===== config.mk =====
export PLATFORM = sky130hd
export DESIGN_NAME = ard_cell
export DESIGN_NICKNAME = d
export VERILOG_FILES = /design/src/hw/rtl/ard_pkg.sv /design/src/hw/rtl/ard_cell.sv
export SDC_FILE = /design/constraint.sdc
export NUM_CORES = 1
export LEC_CHECK = 0
export ABC_AREA = 1
export BUFFER_PORTS_ARGS = -buffer_cell sky130_fd_sc_hd__buf_4
export CORE_AREA = 5 5 249 251
export DETAILED_ROUTE_END_ITERATION = 10
export DIE_AREA = 0 0 254 256
export PLACE_DENSITY = 0.47
export RECOVER_POWER = 25
export REMOVE_ABC_BUFFERS = 1
export SKIP_CTS_REPAIR_TIMING = 1
export SYNTH_ARGS = -nofsm -noshare
export SYNTH_HDL_FRONTEND = slang
export SYNTH_SLANG_ARGS = --single-unit

===== constraint.sdc =====
create_clock -name clock -period 8.5 [get_ports clock]
set_input_delay 1.7 -clock clock [delete_from_list [all_inputs] [get_ports clock]]
set_output_delay 1.7 -clock clock [all_outputs]
set_load 0.02 [all_outputs]

===== src/hw/rtl/ard_pkg.sv =====
`timescale 1ns / 1ps

package ard_pkg;

   // Table geometry
   localparam int REGION_ENTRIES    = 16;
   localparam int DEVICE_BITS       = 8;
   localparam int DEVICE_FIELD_BITS = 8;
   localparam int DEV_KEEP_BITS     = (DEVICE_BITS < DEVICE_FIELD_BITS) ?
                                      DEVICE_BITS : DEVICE_FIELD_BITS;
   localparam int COUNT_BITS        = $clog2(REGION_ENTRIES + 1);

   // Request kinds
   localparam logic [1:0] KIND_LOOKUP = 2'd0;
   localparam logic [1:0] KIND_MAP    = 2'd1;
   localparam logic [1:0] KIND_UNMAP  = 2'd2;

   // Per-cycle command broadcast to every cell
   typedef enum logic [1:0] {
      OP_HOLD  = 2'd0,
      OP_LOOK  = 2'd1,
      OP_MAP   = 2'd2,
      OP_UNMAP = 2'd3
   } cell_op_type;

   typedef struct packed {
      logic [1:0]                       kind;
      logic [31:0]                      address;
      logic [31:0]                      region_length;
      logic [DEVICE_FIELD_BITS-1:0]     device_number;
      logic [31:0]                      target_offset;
   } req_type;

   typedef struct packed {
      logic                             hit;
      logic [DEVICE_FIELD_BITS-1:0]     hit_device;
      logic [31:0]                      hit_base;
      logic [31:0]                      translated_offset;
      logic                             table_full;
   } rsp_type;

   // One region as held in a cell
   typedef struct packed {
      logic [31:0]                      base;
      logic [31:0]                      length;
      logic [DEV_KEEP_BITS-1:0]         device;
      logic [31:0]                      offset;
   } entry_type;

   // Link from a cell to its right neighbor (higher index)
   typedef struct packed {
      entry_type                        ent;
      logic                             valid;
      logic                             open;   // slot is past the insert point
      logic                             kill;   // a match sits at or left of here
      logic                             found;  // a lookup hit sits at or left of here
   } link_type;

   // Link from a cell to its left neighbor (lower index)
   typedef struct packed {
      entry_type                        ent;
      logic                             valid;
   } back_type;

endpackage


===== src/hw/rtl/ard_cell.sv =====
`timescale 1ns / 1ps

module ard_cell (
   input  logic                  clock,
   input  logic                  reset,
   input  ard_pkg::cell_op_type  op,
   input  ard_pkg::entry_type    key,
   input  ard_pkg::link_type     left_in,
   output ard_pkg::link_type     right_out,
   input  ard_pkg::back_type     right_in,
   output ard_pkg::back_type     left_out,
   output ard_pkg::entry_type    ent,
   output logic                  valid,
   output logic                  pick
);
   import ard_pkg::*;

   entry_type   ent_ff, ent_in;
   logic        valid_ff, valid_in;
   logic        hit_ff, hit_in;
   logic        open_w, match_w, kill_w, contains_w;
   logic [32:0] end_w;

   // Local compares against the broadcast key
   assign open_w     = !valid_ff || (ent_ff.base > key.base);
   assign match_w    = valid_ff && (ent_ff.base == key.base) &&
                       (ent_ff.length == key.length);
   assign kill_w     = left_in.kill || match_w;
   assign end_w      = {1'b0, ent_ff.base} + {1'b0, ent_ff.length};
   assign contains_w = valid_ff && (key.base >= ent_ff.base) &&
                       ({1'b0, key.base} < end_w);

   // Next contents: hold, record the lookup hit, insert, shift right on map, shift left on unmap
   always_comb begin
      ent_in   = ent_ff;
      valid_in = valid_ff;
      hit_in   = hit_ff;
      case (op)
         OP_LOOK: begin
            hit_in = contains_w;
         end
         OP_MAP: begin
            if (open_w) begin
               if (left_in.open) begin
                  ent_in   = left_in.ent;
                  valid_in = left_in.valid;
               end else begin
                  ent_in   = key;
                  valid_in = 1'b1;
               end
            end
         end
         OP_UNMAP: begin
            if (kill_w) begin
               ent_in   = right_in.ent;
               valid_in = right_in.valid;
            end
         end
         default: begin
         end
      endcase
   end

   always_ff @(posedge clock) begin
      if (reset) begin
         valid_ff <= 1'b0;
         hit_ff   <= 1'b0;
      end else begin
         valid_ff <= valid_in;
         hit_ff   <= hit_in;
      end
      ent_ff <= ent_in;
   end

   // Neighbor links
   always_comb begin
      right_out.ent   = ent_ff;
      right_out.valid = valid_ff;
      right_out.open  = open_w;
      right_out.kill  = kill_w;
      right_out.found = left_in.found || hit_ff;
      left_out.ent    = ent_ff;
      left_out.valid  = valid_ff;
   end

   assign ent   = ent_ff;
   assign valid = valid_ff;
   assign pick  = hit_ff && !left_in.found;

endmodule


==> results.md, run 1 <==
• total core area: 59700 sq um
• Tot GR Track Use: 0.139
• sequential-to-total area share from yosys stat: 0.297
• cell chosen for the clock root: sky130_fd_sc_hd__clkbuf_16
• final number of max-transition violations: 0
• instance count after placement with tap cells included: 2573
• post-CTS clock slew at the launch and capture registers of the worst setup and hold paths: 0.08 ns
• number of clock buffers inserted by TritonCTS: 9
• hold_ws: 0.605 ns
• Final min period: 5.24 ns
• vias per cell: 4.16
• DRC marker count from the first detailed-route iteration: 469
• y dimension of the die: 256 um
• prevailing post-synth register cell: sky130_fd_sc_hd__edfxtp_1
• routed wire length: 48.0 mm
• global routing usage on met2: 0.252
• crit path cell chain: buf_4 -> ha_1 -> nand2_1 -> nor2_2 -> nand4_1 -> nor3_2 -> nand4_1 -> o21bai_2 -> buf_4
• Post-Place Cell Area: 14700 sq um
• Cell Count, Final, Fillers Out: 2591
• # clock sinks: 106
• first-pass GRT wire length: 68.9 mm
• leakage power: 0.00671 uW
• Hold Violations, Final: 0
• distinct cell type count after synthesis: 45
• EDFF count, synth: 104
• initial core utilization: 0.179
• Die X-Extent: 254 um
• Buffers on Ports: 639
• CP max stage cell: sky130_fd_sc_hd__nor3_2
• Max H-tree Level: 3
• global routing's busiest layer: met2
• antenna violations before repair: 4
• count of endpoints failing setup in the final report: 0
• flip-flop and latch count after synthesis: 106
• largest net degree at the start of global routing: 99
• max-cap check violation count: 0
• num rows: 90
• type of the worst min-delay path: register to register
• worst slew pin tran: 1.04 ns
• maximum root-to-sink buffer count: 2
• RD Place Congestion: 0.878
• met3 GRT Util: 0.0231
• worst-path maximum fanout: 3
• number of global-route vias before repair: 11.0k
• status: finished clean
• power density over the cells: 146 nW/um^2
• post-DR wirelength/cell: 18.5 um
• synthesized instance count: 1405
• final non-filler cell area: 14500 sq um
• maximum cell stage delay along the critical path: 0.35 ns
• ratio of cells with drive above 1 in the final layout: 0.315
• fmax: 0.191 GHz
• final total negative setup slack: 0 ns
• peak supply drop: 0.102 mV
• required time at the worst-slack endpoint: 6.80 ns
• crit path launch type: input port
• total DRC errors in the routed layout: 0
• maximum clock skew at final layout: 0.0201 ns
• cell area after synthesis: 10700 sq um
• clock tree from TritonCTS: yes
• final global-route overflow total: 0
• RSZ-0062 raised after global routing: false
• floorplan die area: 65000 sq um
• met1 track utilization from global routing: 0.175
• Worst Path Arrival: 3.54 ns
• warning count from the yosys run: 0
• mean post-synth cell area: 7.58 sq um
• via count of the routed design: 10.8k
• slew margin rel.: 0.304
• share of the clock period used by the worst path: 0.616
• 1st-pass router iterations: 5
• total I/O pin count: 640
• Final #Nets: 2219
• total half-perimeter wirelength after legalization and detailed placement: 39.8 mm
• number of routed nets with antenna violations: 0
• clock insertion delay at the later pin of the skew report: 0.40 ns
• async set or reset register ratio after synthesis: 0
• Synth-to-Final Area Change: 36.4%
• classification of the worst setup path: input port to output port
• endpoint class of the critical path: output port
[flip-flops by register name (all words and copies together), names as in the netlist]
signal and flops:
hit_ff 1, ent 104, valid 1
[per-layer routing]
metal	up-vias	part of all wire
met5	-	0.00054
met4	4	0.010
met3	27	0.053
met2	361	0.51
met1	5079	0.42
li1	5303	-
[worst max-delay path: cells and delay by family]
kind,cells,cell delay [ns]
adder cells (fa/ha/maj),1,0.30
AND/OR/NAND/NOR,5,0.90
AO/OA/AOI/OAI,1,0.30
buffers and inverters,2,0.34
[worst paths after layout]
kind                             from                  end  slack [ns]  cells after the start
setup reg to reg    ent[40]$_DFFE_PP_  hit_ff$_SDFFE_PP0N_        4.44                     26
setup / recovery             key[103]         right_out[1]        3.26                      9
hold / removal    hit_ff$_SDFFE_PP0N_  hit_ff$_SDFFE_PP0N_        0.60                      2
hold reg to reg   hit_ff$_SDFFE_PP0N_  hit_ff$_SDFFE_PP0N_        0.60                      2
[layout make-up]
class | instances | area, sq um
flip-flops and latches | 106 | 3160
clock inverters | 7 | 80.1
well taps | 782 | 978
multi-input cells | 942 | 5370
inverters | 99 | 374
diodes | 2 | 5.00
fillers | 6764 | 45100
clock buffers | 9 | 225
repair buffers | 644 | 4340
[cell families after synthesis]
| logic type | count (synthesis) | share of synthesized area |
|---|---|---|
| AND/OR/NAND/NOR | 573 | 0.219 |
| buffers and inverters | 357 | 0.201 |
| AO/OA/AOI/OAI | 218 | 0.125 |
| flip-flops | 106 | 0.297 |
| adder cells (fa/ha/maj) | 96 | 0.113 |
| XOR/XNOR | 55 | 0.0452 |
[report_power, final]
part | switching (uW) | internal (uW)
logic | 562 | 385
registers | 76.0 | 634
clock network | 250 | 210
[stage by stage]
| stage | utilization | worst slack [ns] | total power (uW) |
|---|---|---|---|
| after floorplan | - | 2.82 | 1240 |
| after global placement | 0.247 | 3.20 | 1720 |
| after detailed placement | 0.247 | 3.15 | 1720 |
| after CTS | 0.252 | 3.24 | 2210 |
| after global routing | 0.243 | 3.14 | 2270 |
| final | 0.244 | 3.26 | 2120 |
[cells in the final DEF (no fill, tap or decap), types with 9 or more instances in the layout]
cell type and instances:
sky130_fd_sc_hd__clkbuf_1 132, sky130_fd_sc_hd__nor3_1 15, sky130_fd_sc_hd__clkbuf_16 9, sky130_fd_sc_hd__nand2_2 11, sky130_fd_sc_hd__inv_1 93, sky130_fd_sc_hd__xor2_1 26
sky130_fd_sc_hd__nand4_1 10, sky130_fd_sc_hd__nand3_1 21, sky130_fd_sc_hd__buf_4 512, sky130_fd_sc_hd__ha_1 95, sky130_fd_sc_hd__a21oi_1 57, sky130_fd_sc_hd__edfxtp_1 104
sky130_fd_sc_hd__xnor2_1 29, sky130_fd_sc_hd__nand2_1 338, sky130_fd_sc_hd__a31oi_1 105, sky130_fd_sc_hd__o21ai_0 21, sky130_fd_sc_hd__nor2_1 157
[Yosys cell counts (2+ instances only)]
cell type | instances | share of area
sky130_fd_sc_hd__nand2_1 | 340 | 0.12
sky130_fd_sc_hd__dfxtp_1 | 2 | 0.0038
sky130_fd_sc_hd__a21o_1 | 3 | 0.0021
sky130_fd_sc_hd__or2_0 | 2 | 0.0012
sky130_fd_sc_hd__nand2_2 | 11 | 0.0065
sky130_fd_sc_hd__a21oi_1 | 57 | 0.027
sky130_fd_sc_hd__buf_2 | 2 | 0.00094
sky130_fd_sc_hd__o21ai_1 | 6 | 0.0028
sky130_fd_sc_hd__nand3_1 | 21 | 0.0099
sky130_fd_sc_hd__nor2_1 | 157 | 0.055
sky130_fd_sc_hd__buf_1 | 3 | 0.0011
sky130_fd_sc_hd__edfxtp_1 | 104 | 0.29
sky130_fd_sc_hd__o21ai_0 | 21 | 0.0099
sky130_fd_sc_hd__o21ai_2 | 2 | 0.0016
sky130_fd_sc_hd__o21bai_1 | 3 | 0.0021
sky130_fd_sc_hd__inv_2 | 5 | 0.0018
sky130_fd_sc_hd__ha_1 | 95 | 0.11
sky130_fd_sc_hd__a31oi_1 | 105 | 0.062
sky130_fd_sc_hd__clkbuf_1 | 41 | 0.014
sky130_fd_sc_hd__inv_1 | 93 | 0.033
sky130_fd_sc_hd__xor2_1 | 26 | 0.021
sky130_fd_sc_hd__buf_4 | 212 | 0.15
sky130_fd_sc_hd__nand4_1 | 10 | 0.0059
sky130_fd_sc_hd__nor3_2 | 2 | 0.0019
sky130_fd_sc_hd__o21a_1 | 6 | 0.0042
sky130_fd_sc_hd__o21bai_2 | 2 | 0.0021
sky130_fd_sc_hd__nand3_2 | 6 | 0.0056
sky130_fd_sc_hd__a221oi_1 | 4 | 0.0033
sky130_fd_sc_hd__or2_2 | 3 | 0.0018
sky130_fd_sc_hd__a21oi_2 | 4 | 0.0033
sky130_fd_sc_hd__nor3_1 | 15 | 0.0070
sky130_fd_sc_hd__xnor2_1 | 29 | 0.024
(Power assumes the default switching activity.)
==> run 2, diff against run 1 <==
--- a/config.mk
+++ b/config.mk
@@ -5,11 +5,11 @@
 export SDC_FILE = /design/constraint.sdc
 export NUM_CORES = 1
 export LEC_CHECK = 0
-export ABC_AREA = 1
+export ABC_AREA = 0
 export BUFFER_PORTS_ARGS = -buffer_cell sky130_fd_sc_hd__buf_4
-export CORE_AREA = 5 5 249 251
+export CORE_AREA = 5 5 244 246
 export DETAILED_ROUTE_END_ITERATION = 10
-export DIE_AREA = 0 0 254 256
+export DIE_AREA = 0 0 249 251
 export PLACE_DENSITY = 0.47
 export RECOVER_POWER = 25
 export REMOVE_ABC_BUFFERS = 1
==> constraint.sdc (replaced) <==
create_clock -name clock -period 4.9 [get_ports clock]
set_input_delay 0.98 -clock clock [delete_from_list [all_inputs] [get_ports clock]]
set_output_delay 0.98 -clock clock [all_outputs]
set_load 0.02 [all_outputs]
==> run 2 against run 1 <==
Effect of this change: first-iteration DRC count shrank 20%; area after synthesis shrank 3.6%; worst hold slack gained 0.12 ns; critical path depth grew 10; wire length shrank 0.81%; largest power group unchanged; power grew 69%; via count shrank 12%; the flow now finishes with violations (max-capacitance violations, max-slew violations); critical endpoint is now hit_ff$_SDFFE_PP0N_.
==> results.md, run 2 <==
• first-pass GRT wire length: 67.2 mm, was 68.9 mm
• flip-flop and latch count after synthesis: 106, unchanged
• cell chosen for the clock root: sky130_fd_sc_hd__clkbuf_16, unchanged
• total core area: 57100 sq um, was 59700 sq um
• leading post-synthesis cells by cell area: sky130_fd_sc_hd__edfxtp_1, sky130_fd_sc_hd__buf_4, sky130_fd_sc_hd__ha_1, sky130_fd_sc_hd__mux2i_1, sky130_fd_sc_hd__o21ai_0, was sky130_fd_sc_hd__edfxtp_1, sky130_fd_sc_hd__buf_4, sky130_fd_sc_hd__nand2_1, sky130_fd_sc_hd__ha_1, sky130_fd_sc_hd__a31oi_1
• Filler Cell Count: 6285, was 6764
• number of global-route vias before repair: 9918, was 11.0k
• leakage power: 0.00670 uW, was 0.00671 uW
• met3 GRT Util: 0.0295, was 0.0231
• largest net degree at the start of global routing: 78, was 99
• slew margin rel.: -1.04, was 0.304
• number of clock buffers inserted by TritonCTS: 9, unchanged
• Worst path top cell family by delay: compound AO/OA/AOI/OAI gates, was simple AND/OR/NAND/NOR gates
• routed wire length: 47.7 mm, was 48.0 mm
• floorplan die area: 62500 sq um, was 65000 sq um
• leading cell type in the layout, fill and taps excluded: sky130_fd_sc_hd__buf_4, unchanged
• final global-route overflow total: 0, unchanged
• synthesized instance count: 1125, was 1405
• number of routed nets with antenna violations: 0, unchanged
• y dimension of the die: 251 um, was 256 um
• Synth-to-Final Area Change: 41.8%, was 36.4%
• DRC marker count from the first detailed-route iteration: 377, was 469
• antenna violations before repair: 0, was 4
• clock insertion delay at the later pin of the skew report: 0.39 ns, was 0.40 ns
• classification of the worst setup path: register to register, was input port to output port
• Hold Violations, Final: 0, unchanged
• maximum clock skew at final layout: 0.0228 ns, was 0.0201 ns
• mean post-synth cell area: 9.13 sq um, was 7.58 sq um
• distinct cell type count after synthesis: 54, was 45
• area taken by flip-flops and latches: 3160 sq um, unchanged
• Tot GR Track Use: 0.144, was 0.139
• ratio of cells with drive above 1 in the final layout: 0.386, was 0.315
• Max H-tree Level: 3, unchanged
• Synth area leader: sky130_fd_sc_hd__edfxtp_1, unchanged
• worst-path maximum fanout: 4, was 3
• initial core utilization: 0.180, was 0.179
• instance count after placement with tap cells included: 2318, was 2573
• number of flip-flops in the largest register: 104, unchanged
• count of endpoints failing setup in the final report: 0, unchanged
• global routing's busiest layer: met2, unchanged
• peak supply drop: 0.178 mV, was 0.102 mV
• total DRC errors in the routed layout: 0, unchanged
• max-cap check violation count: 1, was 0
• vias per cell: 4.05, was 4.16
• count leader, synth: sky130_fd_sc_hd__buf_4, was sky130_fd_sc_hd__nand2_1
• CP max stage cell: sky130_fd_sc_hd__fa_1, was sky130_fd_sc_hd__nor3_2
• prevailing post-synth register cell: sky130_fd_sc_hd__edfxtp_1, unchanged
• antenna cells: 0, was 2
• total I/O pin count: 640, unchanged
• RSZ-0062 raised after global routing: false, unchanged
• status: finished, violations left, was finished clean
• async set or reset register ratio after synthesis: 0, unchanged
• required time at the worst-slack endpoint: 5.24 ns, was 6.80 ns
• area of combinational cells with multiple inputs: 5250 sq um, was 5370 sq um
• final number of max-transition violations: 78, was 0
• Worst Path Arrival: 4.88 ns, was 3.54 ns
• EDFF count, synth: 104, unchanged
• power density over the cells: 246 nW/um^2, was 146 nW/um^2
• instance count along the most critical hold path: 2, unchanged
• highest-count cells in the layout ignoring fill and taps: sky130_fd_sc_hd__buf_4, sky130_fd_sc_hd__o21ai_0, sky130_fd_sc_hd__nand2_1, sky130_fd_sc_hd__clkbuf_1, sky130_fd_sc_hd__mux2i_1, was sky130_fd_sc_hd__buf_4, sky130_fd_sc_hd__nand2_1, sky130_fd_sc_hd__nor2_1, sky130_fd_sc_hd__clkbuf_1, sky130_fd_sc_hd__a31oi_1
• warning count from the yosys run: 0, unchanged
• crit path cell chain: ha_1 -> fa_1 -> a21oi_2 -> o211a_1 -> o21a_2 -> o311ai_4 -> a21oi_2 -> o21bai_1 -> a21oi_1 -> xor2_1 -> ha_1 -> a21o_1 -> a21o_1 -> a211oi_2 -> nor4bb_2 -> o41ai_1 -> a31o_2 -> a2111oi_2 -> o31a_2, was buf_4 -> ha_1 -> nand2_1 -> nor2_2 -> nand4_1 -> nor3_2 -> nand4_1 -> o21bai_2 -> buf_4
• type of the worst min-delay path: register to register, unchanged
• total half-perimeter wirelength after legalization and detailed placement: 40.7 mm, was 39.8 mm
• met1 track utilization from global routing: 0.178, was 0.175
• Die X-Extent: 249 um, was 254 um
• via count of the routed design: 9455, was 10.8k
• final core utilization: 0.255, was 0.244
• worst slew pin tran: 3.07 ns, was 1.04 ns
• 1st-pass router iterations: 4, was 5
• Final min period: 4.54 ns
• sequential-to-total area share from yosys stat: 0.308, was 0.297
• Cell Count, Final, Fillers Out: 2334, was 2591
• share of the clock period used by the worst path: 0.927
• proportion of netlist area held by the largest area contributor: 0.304, was 0.293
• clock tree from TritonCTS: yes, unchanged
• post-DR wirelength/cell: 20.4 um, was 18.5 um
• top cells by instance count after synthesis: sky130_fd_sc_hd__buf_4, sky130_fd_sc_hd__o21ai_0, sky130_fd_sc_hd__nand2_1, sky130_fd_sc_hd__mux2i_1, sky130_fd_sc_hd__edfxtp_1, was sky130_fd_sc_hd__nand2_1, sky130_fd_sc_hd__buf_4, sky130_fd_sc_hd__nor2_1, sky130_fd_sc_hd__a31oi_1, sky130_fd_sc_hd__edfxtp_1
• # clock sinks: 106, unchanged
• fmax: 0.220 GHz
• post-CTS clock slew at the launch and capture registers of the worst setup and hold paths: 0.09 ns, was 0.08 ns
• number of cells on the worst reg-to-reg path: 19, was 26
• num rows: 88, was 90
• failing checks: max-capacitance violations, max-slew violations
• critical path depth in cells: 19, was 9
• RD Place Congestion: 0.851, was 0.878
• maximum cell stage delay along the critical path: 0.43 ns, was 0.35 ns
• Final #Nets: 1981, was 2219
• endpoint class of the critical path: register, was output port
• cell area after synthesis: 10300 sq um, was 10700 sq um
• Buffers on Ports: 639, unchanged
• crit path launch type: register, was input port
• maximum root-to-sink buffer count: 2, unchanged
• global routing usage on met2: 0.262, was 0.252
• final total negative setup slack: 0 ns, unchanged
• number of buffer and inverter instances along the worst setup path: 0, was 2
• PnR Total Power: 3590 uW, was 2120 uW
[run 2: cell count changes in the layout (fill, tap and decap cells not counted), moves of 18 or more]
cell,delta
sky130_fd_sc_hd__clkbuf_1,-25
sky130_fd_sc_hd__o21ai_0,+113
sky130_fd_sc_hd__nand2_1,-211
sky130_fd_sc_hd__xor2_1,+18
sky130_fd_sc_hd__mux2i_1,+105
sky130_fd_sc_hd__inv_1,-45
sky130_fd_sc_hd__nor2_1,-128
sky130_fd_sc_hd__buf_4,+50
sky130_fd_sc_hd__a31oi_1,-104
[run 2: final timing paths]
check | from | end | slack, ns
worst min-delay path | valid$_SDFFE_PP0P_ | valid$_SDFFE_PP0P_ | 0.72
worst max-delay path | ent[40]$_DFFE_PP_ | hit_ff$_SDFFE_PP0N_ | 0.36
worst max register to register | ent[40]$_DFFE_PP_ | hit_ff$_SDFFE_PP0N_ | 0.36
worst min register to register | valid$_SDFFE_PP0P_ | valid$_SDFFE_PP0P_ | 0.72
[run 2: per-stage QoR]
stage	area (sq um)	hold slack [ns]	setup WS, ns
after floorplan	8540	0.670	-3.41
after global routing	14600	0.738	0.0501
final	14600	0.720	0.357
after global placement	14700	0.747	0.284
after detailed placement	14700	0.751	0.130
after CTS	14900	0.708	0.0627
[run 2: metal layers]
layer / vias up / share of wire
li1: 4653 / -
met1: 4440 / 0.42
met2: 338 / 0.51
met3: 24 / 0.050
met4: 0 / 0.011
met5: - / 0
[run 2: cell type report]
type	count	area share
clock buffers	9	0.0155
clock inverters	7	0.00361
inverters	48	0.0124
multi-input cells	723	0.360
flip-flops and latches	106	0.217
well taps	765	0.0657
repair buffers	676	0.325
[run 2: cell families after synthesis]
kind of cell	Yosys count	synth area share
xor+xnor	60	0.0512
compound gates	247	0.141
buf+inv	296	0.186
mux	105	0.102
simple gates	215	0.0940
flops	106	0.308
fa+ha+maj	96	0.118
[run 2: where the power goes]
group / total, uW / internal [uW] / switching, uW
clock network: 773 / 351 / 422
logic: 1610 / 715 / 898
registers: 1200 / 1090 / 109
[run 2: worst min-delay path, cell delays in order (launching register included)]
cell	delay, ns
sky130_fd_sc_hd__dfxtp_1	0.49
sky130_fd_sc_hd__nand3_1	0.14
sky130_fd_sc_hd__a21oi_1	0.06
